--- src/fcr_pkg.sv ---
// ----------------------------------------------------------------------------
// fcr_pkg - shared types and constants of the framed command receiver
// Register defaults, result codes, controller states and the setup-mode
// digit decode.
// ----------------------------------------------------------------------------
`default_nettype none

package fcr_pkg;

    localparam int FCR_FRAME_LEN   = 10;
    localparam int SETUP_DIGIT_POS = 8;

    localparam logic [7:0] START_BYTE_RST = 8'd126;
    localparam logic [7:0] STOP_BYTE_RST  = 8'd33;
    localparam logic [7:0] FWD_TYPE_RST   = 8'd0;
    localparam logic [7:0] SETUP_TYPE_RST = 8'd0;

    typedef enum logic [1:0] {
        CFG_START_BYTE = 2'd0,
        CFG_STOP_BYTE  = 2'd1,
        CFG_FWD_TYPE   = 2'd2,
        CFG_SETUP_TYPE = 2'd3
    } t_cfg_idx;

    typedef enum logic [1:0] {
        RK_FORWARD = 2'd0,
        RK_COMMAND = 2'd1,
        RK_REPORT  = 2'd2
    } t_result_kind;

    typedef enum logic [1:0] {
        S_IDLE,
        S_TYPE,
        S_DIGIT,
        S_REPLAY
    } t_state;

    // flag bits: ir, td, enc, pid, turn, token
    function automatic logic [5:0] decode_mode(input logic [7:0] digit);
        logic [5:0] flags;
        unique case (digit)
            "1", "3", "6": flags = 6'b110000;
            "2":           flags = 6'b001100;
            "4":           flags = 6'b101000;
            "5":           flags = 6'b110001;
            "7":           flags = 6'b110010;
            default:       flags = 6'b000000;
        endcase
        return flags;
    endfunction

endpackage

`default_nettype wire

--- src/framed_command_receiver.sv ---
// ----------------------------------------------------------------------------
// framed_command_receiver - start/stop byte framing receiver
// Gathers bytes into a frame buffer RAM, checks the stop byte, replays
// forward frames, issues command words and reports frame counts.
// ----------------------------------------------------------------------------
// Usage:
//   Input channel (i_valid/o_ready) takes one word per item: a received byte
//   (i_kind=0) or a report tick (i_kind=1). Output channel (o_valid/i_ready)
//   gives result words; o_last marks the final word of one input item.
//   Config is a plain write port (i_cfg_we/i_cfg_index/i_cfg_data), to be
//   written by the user only while the block is idle; it does not enforce this.
// Sequencing:
//   Bytes that complete no good frame are handled in IDLE. A tick shows its
//   report word in the cycle after acceptance. A good command frame reads the
//   type byte (S_TYPE) and mode digit (S_DIGIT); S_DIGIT registers its word.
//   A forward frame reads the frame RAM one position per cycle in S_REPLAY
//   while the output is taken: FRAME_LEN words, the last the stop byte. Input
//   is taken again once the last word sits in the output register.
// Reset: counts, fill position and report number clear; config registers
//   return to defaults. The frame RAM is not cleared; every position whose
//   data reaches an output is written before it is read.
// Stall: a held output word blocks the controller; o_ready stays low until
//   the output register can take the next word.
// ----------------------------------------------------------------------------
`default_nettype none

module framed_command_receiver
    import fcr_pkg::*;
#(
    parameter int FRAME_LEN = FCR_FRAME_LEN
) (
    input  wire logic        i_clk,
    input  wire logic        i_rst_n,
    // config
    input  wire logic        i_cfg_we,
    input  wire logic [1:0]  i_cfg_index,
    input  wire logic [7:0]  i_cfg_data,
    // input words
    input  wire logic        i_valid,
    output logic             o_ready,
    input  wire logic        i_kind,
    input  wire logic [7:0]  i_rx_byte,
    // result words
    output logic             o_valid,
    input  wire logic        i_ready,
    output logic [1:0]       o_result_kind,
    output logic [7:0]       o_frame_byte,
    output logic             o_last,
    output logic [7:0]       o_frame_type,
    output logic [5:0]       o_mode_flags,
    output logic [15:0]      o_good_count,
    output logic [15:0]      o_bad_count,
    output logic [7:0]       o_report_seq
);

    localparam int              POS_W     = $clog2(FRAME_LEN);
    localparam logic [POS_W-1:0] LAST_POS  = POS_W'(FRAME_LEN - 1);
    localparam logic [POS_W-1:0] TYPE_POS  = POS_W'(1);
    localparam logic [POS_W-1:0] DIGIT_POS = POS_W'(SETUP_DIGIT_POS);

    // config registers
    logic [7:0] r_start_byte, r_stop_byte, r_fwd_type, r_setup_type;

    // control state
    t_state           r_state, n_state;
    logic [POS_W-1:0] r_fill, n_fill;
    logic [POS_W-1:0] r_pos, n_pos;
    logic [15:0]      r_good, n_good;
    logic [15:0]      r_bad, n_bad;
    logic [7:0]       r_seq, n_seq;
    logic [7:0]       r_type, n_type;
    logic             r_out_valid, n_out_valid;

    // output payload
    t_result_kind r_rk, n_rk;
    logic [7:0]   r_fb, n_fb;
    logic         r_last, n_last;
    logic [7:0]   r_ft, n_ft;
    logic [5:0]   r_mf, n_mf;
    logic [15:0]  r_gc, n_gc;
    logic [15:0]  r_bc, n_bc;
    logic [7:0]   r_rs, n_rs;

    // frame RAM
    logic             w_we;
    logic [POS_W-1:0] w_waddr;
    logic [7:0]       w_wdata;
    logic [POS_W-1:0] w_raddr;
    logic [7:0]       w_rdata;

    logic w_accept;
    logic w_out_free;

    fcr_ram #(
        .WIDTH (8),
        .DEPTH (FRAME_LEN)
    ) u_frame_ram (
        .i_clk   (i_clk),
        .i_we    (w_we),
        .i_waddr (w_waddr),
        .i_wdata (w_wdata),
        .i_raddr (w_raddr),
        .o_rdata (w_rdata)
    );

    assign w_out_free = !r_out_valid || i_ready;
    assign o_ready    = (r_state == S_IDLE) && w_out_free;
    assign w_accept   = i_valid && o_ready;

    // config writes
    always_ff @(posedge i_clk) begin
        if (!i_rst_n) begin
            r_start_byte <= START_BYTE_RST;
            r_stop_byte  <= STOP_BYTE_RST;
            r_fwd_type   <= FWD_TYPE_RST;
            r_setup_type <= SETUP_TYPE_RST;
        end else if (i_cfg_we) begin
            unique case (t_cfg_idx'(i_cfg_index))
                CFG_START_BYTE: r_start_byte <= i_cfg_data;
                CFG_STOP_BYTE:  r_stop_byte  <= i_cfg_data;
                CFG_FWD_TYPE:   r_fwd_type   <= i_cfg_data;
                CFG_SETUP_TYPE: r_setup_type <= i_cfg_data;
                default: ;
            endcase
        end
    end

    always_ff @(posedge i_clk) begin
        if (!i_rst_n) begin
            r_state     <= S_IDLE;
            r_fill      <= '0;
            r_pos       <= '0;
            r_good      <= '0;
            r_bad       <= '0;
            r_seq       <= '0;
            r_out_valid <= 1'b0;
        end else begin
            r_state     <= n_state;
            r_fill      <= n_fill;
            r_pos       <= n_pos;
            r_good      <= n_good;
            r_bad       <= n_bad;
            r_seq       <= n_seq;
            r_out_valid <= n_out_valid;
        end
    end

    always_ff @(posedge i_clk) begin
        r_type <= n_type;
        r_rk   <= n_rk;
        r_fb   <= n_fb;
        r_last <= n_last;
        r_ft   <= n_ft;
        r_mf   <= n_mf;
        r_gc   <= n_gc;
        r_bc   <= n_bc;
        r_rs   <= n_rs;
    end

    // controller: writes only in IDLE, uses read data only after a good stop byte,
    // so RAM accesses never overlap on one entry
    always_comb begin
        n_state     = r_state;
        n_fill      = r_fill;
        n_pos       = r_pos;
        n_good      = r_good;
        n_bad       = r_bad;
        n_seq       = r_seq;
        n_type      = r_type;
        n_out_valid = r_out_valid && !i_ready;
        n_rk        = r_rk;
        n_fb        = r_fb;
        n_last      = r_last;
        n_ft        = r_ft;
        n_mf        = r_mf;
        n_gc        = r_gc;
        n_bc        = r_bc;
        n_rs        = r_rs;
        w_we        = 1'b0;
        w_waddr     = r_fill;
        w_wdata     = i_rx_byte;
        w_raddr     = TYPE_POS;

        unique case (r_state)
            S_IDLE: begin
                w_raddr = TYPE_POS;
                if (w_accept) begin
                    if (i_kind) begin
                        n_seq       = r_seq + 8'd1;
                        n_out_valid = 1'b1;
                        n_rk        = RK_REPORT;
                        n_fb        = '0;
                        n_last      = 1'b1;
                        n_ft        = '0;
                        n_mf        = '0;
                        n_gc        = r_good;
                        n_bc        = r_bad;
                        n_rs        = r_seq + 8'd1;
                        n_good      = '0;
                        n_bad       = '0;
                    end else if (i_rx_byte == r_start_byte) begin
                        w_we    = 1'b1;
                        w_waddr = '0;
                        n_fill  = POS_W'(1);
                    end else if (r_fill < LAST_POS) begin
                        w_we   = 1'b1;
                        n_fill = r_fill + 1'b1;
                    end else begin
                        n_fill = '0;
                        if (i_rx_byte != r_stop_byte) begin
                            n_bad = r_bad + 16'd1;
                        end else begin
                            // type byte read issued this cycle
                            n_good  = r_good + 16'd1;
                            n_state = S_TYPE;
                        end
                    end
                end
            end
            S_TYPE: begin
                n_type = w_rdata;
                if (w_rdata == r_fwd_type) begin
                    w_raddr = '0;
                    n_pos   = '0;
                    n_state = S_REPLAY;
                end else begin
                    w_raddr = DIGIT_POS;
                    n_state = S_DIGIT;
                end
            end
            S_DIGIT: begin
                w_raddr = DIGIT_POS;
                if (w_out_free) begin
                    n_out_valid = 1'b1;
                    n_rk        = RK_COMMAND;
                    n_fb        = '0;
                    n_last      = 1'b1;
                    n_ft        = r_type;
                    n_mf        = (r_type == r_setup_type) ? decode_mode(w_rdata) : 6'd0;
                    n_gc        = '0;
                    n_bc        = '0;
                    n_rs        = '0;
                    w_raddr     = TYPE_POS;
                    n_state     = S_IDLE;
                end
            end
            S_REPLAY: begin
                w_raddr = r_pos;
                if (w_out_free) begin
                    n_out_valid = 1'b1;
                    n_rk        = RK_FORWARD;
                    n_ft        = '0;
                    n_mf        = '0;
                    n_gc        = '0;
                    n_bc        = '0;
                    n_rs        = '0;
                    if (r_pos == LAST_POS) begin
                        n_fb    = r_stop_byte;
                        n_last  = 1'b1;
                        w_raddr = TYPE_POS;
                        n_state = S_IDLE;
                    end else begin
                        // next position read lines up with the next cycle
                        n_fb    = w_rdata;
                        n_last  = 1'b0;
                        n_pos   = r_pos + 1'b1;
                        w_raddr = r_pos + 1'b1;
                    end
                end
            end
            default: begin
                n_state = S_IDLE;
            end
        endcase
    end

    assign o_valid       = r_out_valid;
    assign o_result_kind = r_rk;
    assign o_frame_byte  = r_fb;
    assign o_last        = r_last;
    assign o_frame_type  = r_ft;
    assign o_mode_flags  = r_mf;
    assign o_good_count  = r_gc;
    assign o_bad_count   = r_bc;
    assign o_report_seq  = r_rs;

    // ------------------------------------------------------------------------
    // assertions
    // ------------------------------------------------------------------------
    a_fill_range: assert property (@(posedge i_clk) disable iff (!i_rst_n)
        r_fill <= LAST_POS)
        else $error("fill position beyond frame end");

    a_only_fwd_not_last: assert property (@(posedge i_clk) disable iff (!i_rst_n)
        (o_valid && !o_last) |-> (o_result_kind == RK_FORWARD))
        else $error("non-final word that is not a forwarded byte");

    a_tick_report: assert property (@(posedge i_clk) disable iff (!i_rst_n)
        (w_accept && i_kind) |=> (o_valid && o_result_kind == RK_REPORT
                                  && r_good == 16'd0 && r_bad == 16'd0))
        else $error("tick did not produce report and clear counts");

    a_no_write_busy: assert property (@(posedge i_clk) disable iff (!i_rst_n)
        (r_state != S_IDLE) |-> !o_ready)
        else $error("input taken while frame is being read out");

endmodule

`default_nettype wire

--- src/fcr_ram.sv ---
// ----------------------------------------------------------------------------
// fcr_ram - generic single-write, single-read RAM
// One write port, one read port with registered read data.
// ----------------------------------------------------------------------------
`default_nettype none

module fcr_ram #(
    parameter int WIDTH = 8,
    parameter int DEPTH = 16
) (
    input  wire logic                     i_clk,
    input  wire logic                     i_we,
    input  wire logic [$clog2(DEPTH)-1:0] i_waddr,
    input  wire logic [WIDTH-1:0]         i_wdata,
    input  wire logic [$clog2(DEPTH)-1:0] i_raddr,
    output logic      [WIDTH-1:0]         o_rdata
);

    logic [WIDTH-1:0] r_mem [DEPTH];
    logic [WIDTH-1:0] r_rdata;

    always_ff @(posedge i_clk) begin
        if (i_we) begin
            r_mem[i_waddr] <= i_wdata;
        end
        r_rdata <= r_mem[i_raddr];
    end

    assign o_rdata = r_rdata;

endmodule

`default_nettype wire

--- config.mk ---
export PLATFORM = sky130hd
export DESIGN_NAME = framed_command_receiver
export DESIGN_NICKNAME = d
export VERILOG_FILES = /design/src/fcr_pkg.sv /design/src/framed_command_receiver.sv /design/src/fcr_ram.sv
export SDC_FILE = /design/constraint.sdc
export NUM_CORES = 1
export LEC_CHECK = 0
export ABC_CLOCK_PERIOD_IN_PS = 4300
export BUFFER_PORTS_ARGS = -buffer_cell sky130_fd_sc_hd__clkbuf_2
export CORE_ASPECT_RATIO = 0.6
export CORE_MARGIN = 10
export CORE_UTILIZATION = 50
export CTS_BUF_LIST = sky130_fd_sc_hd__clkbuf_8
export DETAILED_ROUTE_END_ITERATION = 10
export PLACE_DENSITY = 0.65
export SLEW_MARGIN = 10
export SYNTH_ARGS = -nofsm -noshare
export SYNTH_HDL_FRONTEND = slang
export SYNTH_SLANG_ARGS = --single-unit
export TNS_END_PERCENT = 30
--- constraint.sdc ---
create_clock -name i_clk -period 4.3 [get_ports i_clk]
set_input_delay 0.215 -clock i_clk [delete_from_list [all_inputs] [get_ports i_clk]]
set_output_delay 0.215 -clock i_clk [all_outputs]
set_load 0.03 [all_outputs]
# [Word level (Yosys, flattened, before mapping)]
# Memories as Yosys holds them, arrays and structs flattened. A register that Yosys moved wholly into a read port is not among the register bits.
# Cells that the tools add are included.
[totals] ram_bits=80 romBits=0 latch_bits=0 out_inout_bits=67 memories=1 input_bits=24 regBits=156
[classes] n_mux=79 mul=0 eq_ne=33 n_shift=0 n_bitwise=1 add_sub_neg=5 magnitude_cmp=1 n_reduce_logical=26 n_div=0
[mem_list] name="u_frame_ram.r_mem" depth=10 width=8 read_ports=1 rd_clocked_by_memory_dff=1 write_ports=1 line="fcr_ram.sv:19" text="logic [WIDTH-1:0] r_mem [DEPTH];"
[op_table] operator="2-to-1 mux 16 bit" n=13
[op_table] operator="2-to-1 mux 8 bit" n=8
[op_table] operator="one-hot mux 16 bit (2 select lines)" n=2
[op_table] operator="== test 8 x 6 -> 1 bit (second input constant)" n=7
[op_table] operator="2-to-1 mux 4 bit" n=13
[op_table] operator="one-hot mux 8 bit (3 select lines)" n=2
[op_table] operator="adder 16 x 1 -> 16 bit (second input constant)" n=2
[op_table] operator="2-to-1 mux 6 bit" n=5
[op_table] operator="one-hot mux 6 bit (5 select lines)" n=1
[op_table] operator="!= test 2 bit (second input constant)" n=14
[op_table] operator="== test 8 bit" n=3
[op_table] operator="2-to-1 mux 2 bit" n=11
[op_table] operator="one-hot mux 6 bit (3 select lines)" n=1
[op_table] operator="2-to-1 mux 1 bit" n=16
[op_table] operator="one-hot mux 4 bit (4 select lines)" n=1
[op_table] operator="one-hot mux 8 bit (2 select lines)" n=1
[op_table] operator="AND reduction 5 bit" n=3
[op_table] operator="adder 4 x 1 -> 4 bit (second input constant)" n=2
[op_table] operator="adder 8 x 1 -> 8 bit (second input constant)" n=1
[op_table] operator="== test 2 bit (second input constant)" n=4
[op_table] operator="!= test 8 bit" n=1
[op_table] operator="one-hot mux 2 bit (4 select lines)" n=1
[op_table] operator="one-hot mux 4 bit (2 select lines)" n=1
[op_table] operator="AND reduction 2 bit" n=4
[op_table] operator="other kinds (19)" n=28

# [Depth between registers and ports, before layout]
# Gate-level depths: netlist (run 1).
[logic_depth] word_depth=8 depth_mapped=11 depth_no_buf=8

# [Hierarchy]
# From an unflattened synthesis (run 1), not the netlist that was laid out.
[unflattened] hier_cells=888 hier_area_um2=10450.0
[modules_own_cells] mod="framed_command_receiver" area_each_um2=7048.0 cells_per_inst=699 seq_area_each_um2=3853.7 n_inst=1
[modules_own_cells] mod="fcr_ram" area_each_um2=3402.0 cells_per_inst=189 seq_area_each_um2=2562.5 n_inst=1

# [Worst setup path after synthesis (run 1)]
# No wires, ideal clock.
[synth_timing] kind="register -> register" startpoint="reg r_out_valid, in the netlist o_valid" endpoint="reg r_bc[0], in the netlist o_bad_count[0], enable pin" path_stages_with_launch=5 arrival_ps=2887 slack_ps=962 n_path_buf=2 synth_period_minus_slack_ps=3338 path_cell_list="dfxtp_1 nor2b_1 buf_6 clkbuf_1 a21oi_1"
[synth_via] elab_chain_cells=6 elab_cells_between_ends=7 classes_between="2 x eq/ne; 5 x reduce/logical"
[synth_lines] element="from (decl)" line="framed_command_receiver.sv:72" text="logic r_out_valid, n_out_valid;"
[synth_lines] element="from (signal assigned)" line="framed_command_receiver.sv:144" text="r_out_valid <= n_out_valid;"
[synth_lines] element="logical NOT 1 bit *" line="framed_command_receiver.sv:106" text="assign w_out_free = !r_out_valid || i_ready;"
[synth_lines] element="logical OR 1 bit *" line="framed_command_receiver.sv:106"
[synth_lines] element="logical AND 1 bit" line="framed_command_receiver.sv:107" text="assign o_ready = (r_state == S_IDLE) && w_out_free;"
[synth_lines] element="logical AND 1 bit" line="framed_command_receiver.sv:108" text="assign w_accept = i_valid && o_ready;"
[synth_lines] element="!= test 2 bit (no source line)"
[synth_lines] element="AND reduction 4 bit (no source line) *"
[synth_lines] element="to (signal assigned)" line="framed_command_receiver.sv:156" text="r_bc <= n_bc;"
[synth_lines] element="to (decl)" line="framed_command_receiver.sv:81" text="logic [15:0] r_bc, n_bc;"
# Mark *: on every way between the ends. The rest lies on a longest branch, timed or not.
# A chain may end at the register's enable or synchronous reset.

# [Final worst setup path (run 1)]
[layout_timing] startpoint="reg r_pos[1]" endpoint="reg u_frame_ram.r_rdata[3], in the netlist u_frame_ram.o_rdata[3], read port of u_frame_ram.r_mem"
[layout_via] elab_chain_cells=4 elab_cells_between_ends=5 classes_between="1 x add/sub; 1 x eq/ne; 3 x mux"
[layout_lines] element="from (decl)" line="framed_command_receiver.sv:67" text="logic [POS_W-1:0] r_pos, n_pos;"
[layout_lines] element="from (signal assigned)" line="framed_command_receiver.sv:140" text="r_pos <= n_pos;"
[layout_lines] element="adder 4 x 1 -> 4 bit or == test 4 bit (tied branches)" line="framed_command_receiver.sv:267, framed_command_receiver.sv:257"
[layout_lines] element="2-to-1 mux 4 bit" line="framed_command_receiver.sv:257" text="if (r_pos == LAST_POS) begin"
[layout_lines] element="2-to-1 mux 4 bit *" line="framed_command_receiver.sv:249" text="if (w_out_free) begin"
[layout_lines] element="one-hot mux 4 bit (4 select lines) *" line="framed_command_receiver.sv:184" text="unique case (r_state)"
[layout_lines] element="to (decl)" line="fcr_ram.sv:20" text="logic [WIDTH-1:0] r_rdata;"
# Marks and branches as above.

==> results_dict.tcl, run 1 <==
set metrics [dict create \
    areaGrowthSynthToFinish_pct 13.4 \
    gp_congestion 0.881 \
    cts.sinks 244 \
    htreeDepth 2 \
    crit_family "compound AO/OA/AOI/OAI gates" \
    required_ps 4750 \
    layout_common_cells "edfxtp_1 (153), nand2_1 (105), clkbuf_2 (90), dfxtp_1 (90), nand3_1 (53)" \
    slew_violations 0 \
    worst_skew_pair.late_latency_ps 530 \
    min_period_ps 2920 \
    overflow 0 \
    viasPerCell 5.58 \
    status "complete, no violations" \
    drt_iter0_markers 608 \
    netlist_area_mm2 0.0105 \
    grt_max_degree 57 \
    final_common_cell "edfxtp_1" \
    path_cells "inv_1, ha_1, and3b_1, o21ai_1, o21a_1, buf_4, mux2i_1, a221o_1, o22ai_1" \
    crit_fanout 18 \
    reg2reg_slack_ps 1380 \
    hold_slack_ps 18.8 \
    fmax_ghz 0.342 \
    die_x_um 207 \
    hp-class "input port to flip-flop" \
    portBuffers 90 \
    dieArea_mm2 0.0273 \
    slowest_delay_ps 490 \
    final_cell_area_mm2 0.0119 \
    synth_area_leaders "edfxtp_1 (44%), dfxtp_1 (17%), nand2_1 (3.8%)" \
    start_kind "flip-flop" \
    finalCritPeriodShare_pct 67.9 \
    endpoint_kind "flip-flop" \
    dieHeight_um 132 \
    peakVddDrop_mv 0.177 \
    cts.path.max_buffers 3 \
    placed_cell_area_mm2 0.0111 \
    diodes 0 \
    cts.reportedPaths.clkPinSlew_ps 60 \
    grt_pass1_vias 7064 \
    drive_above_1_share_pct 16.4 \
    utilization_pct 58.5 \
    max_cap_viol_count 0 \
    synth_edf_count 153 \
    num_io_pins 91 \
    grt_usage_pct 19.0 \
    clock_skew_ps 24.3 \
    finalHoldViolations 0 \
    async_reset_ff_share_pct 0 \
    setup_tns_ps 0 \
    tightest_slew_ps 912 \
    critPathBufInv 2 \
    ys_ff_latch 244 \
    synth-main-ff-cell "edfxtp_1" \
    setup_viol 0 \
    grt_pass1_wl_um 41100 \
    rsz0062_at_grt "false" \
    ys.warnings.count 0 \
    cts_resized 0 \
    power_density_mw_per_mm2 392 \
    post-route-drc-count 0 \
    yosysTopAreaCellShare_pct 43.9 \
    fp.coreArea_mm2 0.0203 \
    antenna_found_initial 0 \
    critPathSlowestCell "o21a_1" \
    ant_nets 0 \
    first_pass_iters 5 \
    relSlewSlack_pct 39.0 \
    core.rowCount 40 \
    yosysUniqueCellTypes 73 \
    start_util_pct 51.6 \
    synth-seq-area-share_pct 61.4 \
    nets 1039 \
    wire_per_inst_um 20.0 \
    wl_um 26300 \
    worstSetupPathType "flip-flop to flip-flop" \
    num_vias 7310 \
    arrival_ps 3370 \
    power.static_leakage_nw 4.42 \
    netlist_instances 912 \
    cts_tree "yes" \
    postCtsSetupRepairBufs 0 \
    syn_nets 943 \
    syn-mean-instance-area_um2 11.5 \
    numCtsBuffers 37 \
    yosysTopAreaCell "edfxtp_1" \
    dp.final_hpwl_um 18200 \
    cts_root_buf "clkbuf_8" \
]
-- kinds of logic (layout without fill, tap and decap cells) --
kind of cell	after synthesis	after routing	share of synthesized area, %
AOI/OAI and AO/OA	167	167	10.6
muxes	32	32	3.06
adders and majority gates	7	7	0.838
and+or+nand+nor	360	360	17.9
buffers and inverters	57	182	2.51
xor gates and xnor gates	45	45	3.77
DFF	244	244	61.4
-- worst register-to-register path: cells and delay by family, from the launching register on --
kind,cells,cell delay [ps]
compound gates,4,1280
simple gates,1,350
fa+ha+maj,1,230
mux,1,120
buf+inv,2,450
flops,1,430
-- layer usage --
layer	vias to the layer above	part of all wire [%]	GRT usage (%)
met3	44	9.0	4.59
li1	3524	-	-
met1	3445	51	30.2
met5	-	0	0
met4	0	1.8	4.61
met2	297	39	24.6
-- layout make-up --
| type | count | area, µm² |
|---|---|---|
| Fill cell | 1707 | 8410 |
| Tap cell | 273 | 342 |
| Clock buffer | 43 | 592 |
| Clock inverter | 25 | 131 |
| Timing Repair Buffer | 102 | 543 |
| Inverter | 12 | 45.0 |
| Multi-Input combinational cell | 611 | 3790 |
| Sequential cell | 244 | 6420 |
-- power breakdown --
group,leakage [nW],internal (W),switching [W]
logic,1.84,0.0000693,0.000167
registers,2.16,0.00253,0.0000273
clock network,0.418,0.000975,0.000887
total,4.42,0.00357,0.00108
-- what timing repair did --
| item | in CTS | in global routing |
|---|---|---|
| hold buffers | 1 | 0 |
| hold endpoints to repair | 1 | 0 |
| setup endpoints to repair | 0 | 0 |
-- state kept, by name, summed over array words and instances (netlist names), 16 cells and up --
signal / count
o_bad_count: 16
o_good_count: 16
r_bad: 16
r_good: 16
u_frame_ram.r_mem: 80
-- through the flow --
stage | worst slack (ps) | total power, W | instances
after floorplan | 962 | 0.00275 | 912
after global placement | 1510 | 0.00284 | 1241
after detailed placement | 1420 | 0.00284 | 1241
after CTS | 1390 | 0.00469 | 1310
after global routing | 1160 | 0.00482 | 1310
final | 1380 | 0.00465 | 1310
-- final timing paths --
check / start / end / cells past startpoint
hold reg to reg: r_bad[15] / r_bad[15] / 2
setup reg to reg: r_pos[1] / u_frame_ram.o_rdata[3] / 9
setup / recovery: r_pos[1] / u_frame_ram.o_rdata[3] / 9
hold / removal: i_cfg_data[5] / r_stop_byte[5] / 3
-- synth_stat cells (7+ instances only) --
| library cell | count |
|---|---|
| nand3_1 | 53 |
| ha_1 | 7 |
| nor2_1 | 45 |
| o21ai_0 | 33 |
| nand4_1 | 9 |
| nand2_1 | 105 |
| o21ai_1 | 9 |
| o31ai_1 | 7 |
| dfxtp_1 | 91 |
| edfxtp_1 | 153 |
| and2_1 | 16 |
| nor3_1 | 8 |
| inv_1 | 10 |
| mux2i_1 | 32 |
| nand2b_1 | 7 |
| xnor2_1 | 25 |
| or3_1 | 19 |
| a21boi_0 | 16 |
| a21oi_1 | 52 |
| nor4_1 | 7 |
| xor2_1 | 20 |
| clkbuf_1 | 31 |
| or4_1 | 7 |
| nor2b_1 | 52 |
| and3_1 | 10 |
No activity file was read; power rests on OpenSTA's default activity.
==> inputs of run 2 (changes only) <==
ABC_CLOCK_PERIOD_IN_PS = 2300   (was 4300)
PLACE_DENSITY = 0.67   (was 0.65)
clock period = 2.3 ns   (was 4.3 ns; I/O delays follow)
==> results_dict.tcl, run 2 (synthesis results as in run 1) <==
set metrics [dict create \
    worst_skew_pair.late_latency_ps 530 \
    grt-busiest-layer "met1" \
    hold_start "i_cfg_index[0]" \
    dieArea_mm2 0.0273 \
    postCtsSetupRepairBufs 0 \
    areaGrowthSynthToFinish_pct 18.4 \
    largest_reg_flops 80 \
    max_cap_viol_count 0 \
    reg2regPathDepth 9 \
    grt_pass1_wl_um 41500 \
    relSlewSlack_pct 48.6 \
    num_vias 7617 \
    power_density_mw_per_mm2 711 \
    use_met2_pct 25.1 \
    finalHoldViolations 0 \
    antenna_found_initial 1 \
    hp-class "input port to flip-flop" \
    wl_um 26500 \
    drive_above_1_share_pct 20.1 \
    top_register "u_frame_ram.r_mem" \
    setup_viol 0 \
    endpoint_kind "flip-flop" \
    dp.final_hpwl_um 18600 \
    die_x_um 207 \
    finalCritPeriodShare_pct 95.0 \
    htreeDepth 2 \
    hold_depth 4 \
    reg2reg_slack_ps 110 \
    start_kind "flip-flop" \
    status "complete, no violations" \
    peakVddDrop_mv 0.370 \
    grt_max_degree 51 \
    setup_tns_ps 0 \
    rsz0062_at_grt "true" \
    fmax_ghz 0.457 \
    worstSetupPathType "flip-flop to flip-flop" \
    cts.path.max_buffers 3 \
    cts_tree "yes" \
    wire_per_inst_um 19.4 \
    tightest_slew_ps 769 \
    drt_iter0_markers 677 \
    gp_congestion 0.913 \
    arrival_ps 2640 \
    cts_root_buf "clkbuf_8" \
    first_pass_iters 5 \
    timing.rr.end "u_frame_ram.o_rdata[4]" \
    num_io_pins 91 \
    layout_common_cells "edfxtp_1 (153), nand2_1 (105), clkbuf_2 (90), dfxtp_1 (89), nand3_1 (53)" \
    clock_skew_ps 26.4 \
    start_util_pct 51.6 \
    core.rowCount 40 \
    min_to "r_start_byte[0]" \
    totalPowerFinal_w 0.00880 \
    post-route-drc-count 0 \
    viasPerCell 5.57 \
    cts.sinks 244 \
    overflow 0 \
    numCtsBuffers 37 \
    dieHeight_um 132 \
    min_period_ps 2190 \
    crit_fanout 12 \
    grt_usage_pct 19.0 \
    cts.reportedPaths.clkPinSlew_ps 70 \
    ant_nets 0 \
    grtUsageMet1_pct 29.5 \
    portBuffers 90 \
    timing.rr.start "r_state[1]" \
    grt_pass1_vias 7269 \
    slew_violations 0 \
    required_ps 2750 \
    fp.coreArea_mm2 0.0203 \
    final_common_cell "edfxtp_1" \
    nets 1095 \
    grtUsageMet3_pct 5.18 \
    power.static_leakage_nw 4.71 \
]
run 2: critical path, stage by stage, from the launching register on:
cell      delay [ps]
dfxtp_2          360
buf_4            170
nand2_2          170
buf_4            210
nor4_1            70
a41oi_1          290
o221ai_1         180
buf_4            200
a221o_1          290
o22ai_1          150
run 2: area by class of cell:
class | instances | area [µm²]
Antenna cell | 1 | 2.50
Inverter | 12 | 45.0
Fill cell | 1621 | 7890
Clock buffer | 45 | 619
Timing Repair Buffer | 158 | 1020
Multi-Input combinational cell | 611 | 3810
Clock inverter | 23 | 119
Tap cell | 273 | 342
Sequential cell | 244 | 6420
run 2: power breakdown:
group	switching [W]	internal [W]
sequential	0.0000469	0.00472
combinational	0.000319	0.000165
clock	0.00167	0.00188
run 2: worst max-delay path by stage:
stage,startpoint,endpoint,slack [ps],cells past startpoint
2_1_floorplan,o_valid,u_frame_ram.r_mem[1][0],-160,6
3_3_place_gp,r_pos[1],u_frame_ram.o_rdata[3],100,8
3_5_place_dp,r_pos[1],u_frame_ram.o_rdata[4],90,8
4_1_cts,r_pos[1],u_frame_ram.o_rdata[4],40,8
5_1_grt,r_pos[0],u_frame_ram.o_rdata[4],-20,9
6_report,r_state[1],u_frame_ram.o_rdata[4],110,9
run 2: layer usage:
metal,share of wire [%],vias up
met3,8.5,47
met4,1.6,0
li1,-,3637
met5,0,-
met2,40,298
met1,50,3635
run 2: timing repair:
item,in CTS,in global routing
endpoints found under the hold margin,51,0
resized for setup,0,9
hold buffers,14,0
endpoints found under the setup margin,0,34
run 2: stage by stage:
step | hold slack, ps | std cells | setup slack (ps) | cell area [µm²] | util [%]
2_1_floorplan | 214 | 912 | -165 | 10500 | -
3_3_place_gp | 411 | 1284 | 103 | 11500 | 56.6
3_5_place_dp | 428 | 1284 | 85.5 | 11500 | 56.6
4_1_cts | 8.62 | 1366 | 36.2 | 12400 | 61.0
5_1_grt | 56.8 | 1367 | -19.9 | 12400 | 61.1
6_report | 44.3 | 1367 | 114 | 12400 | 61.1
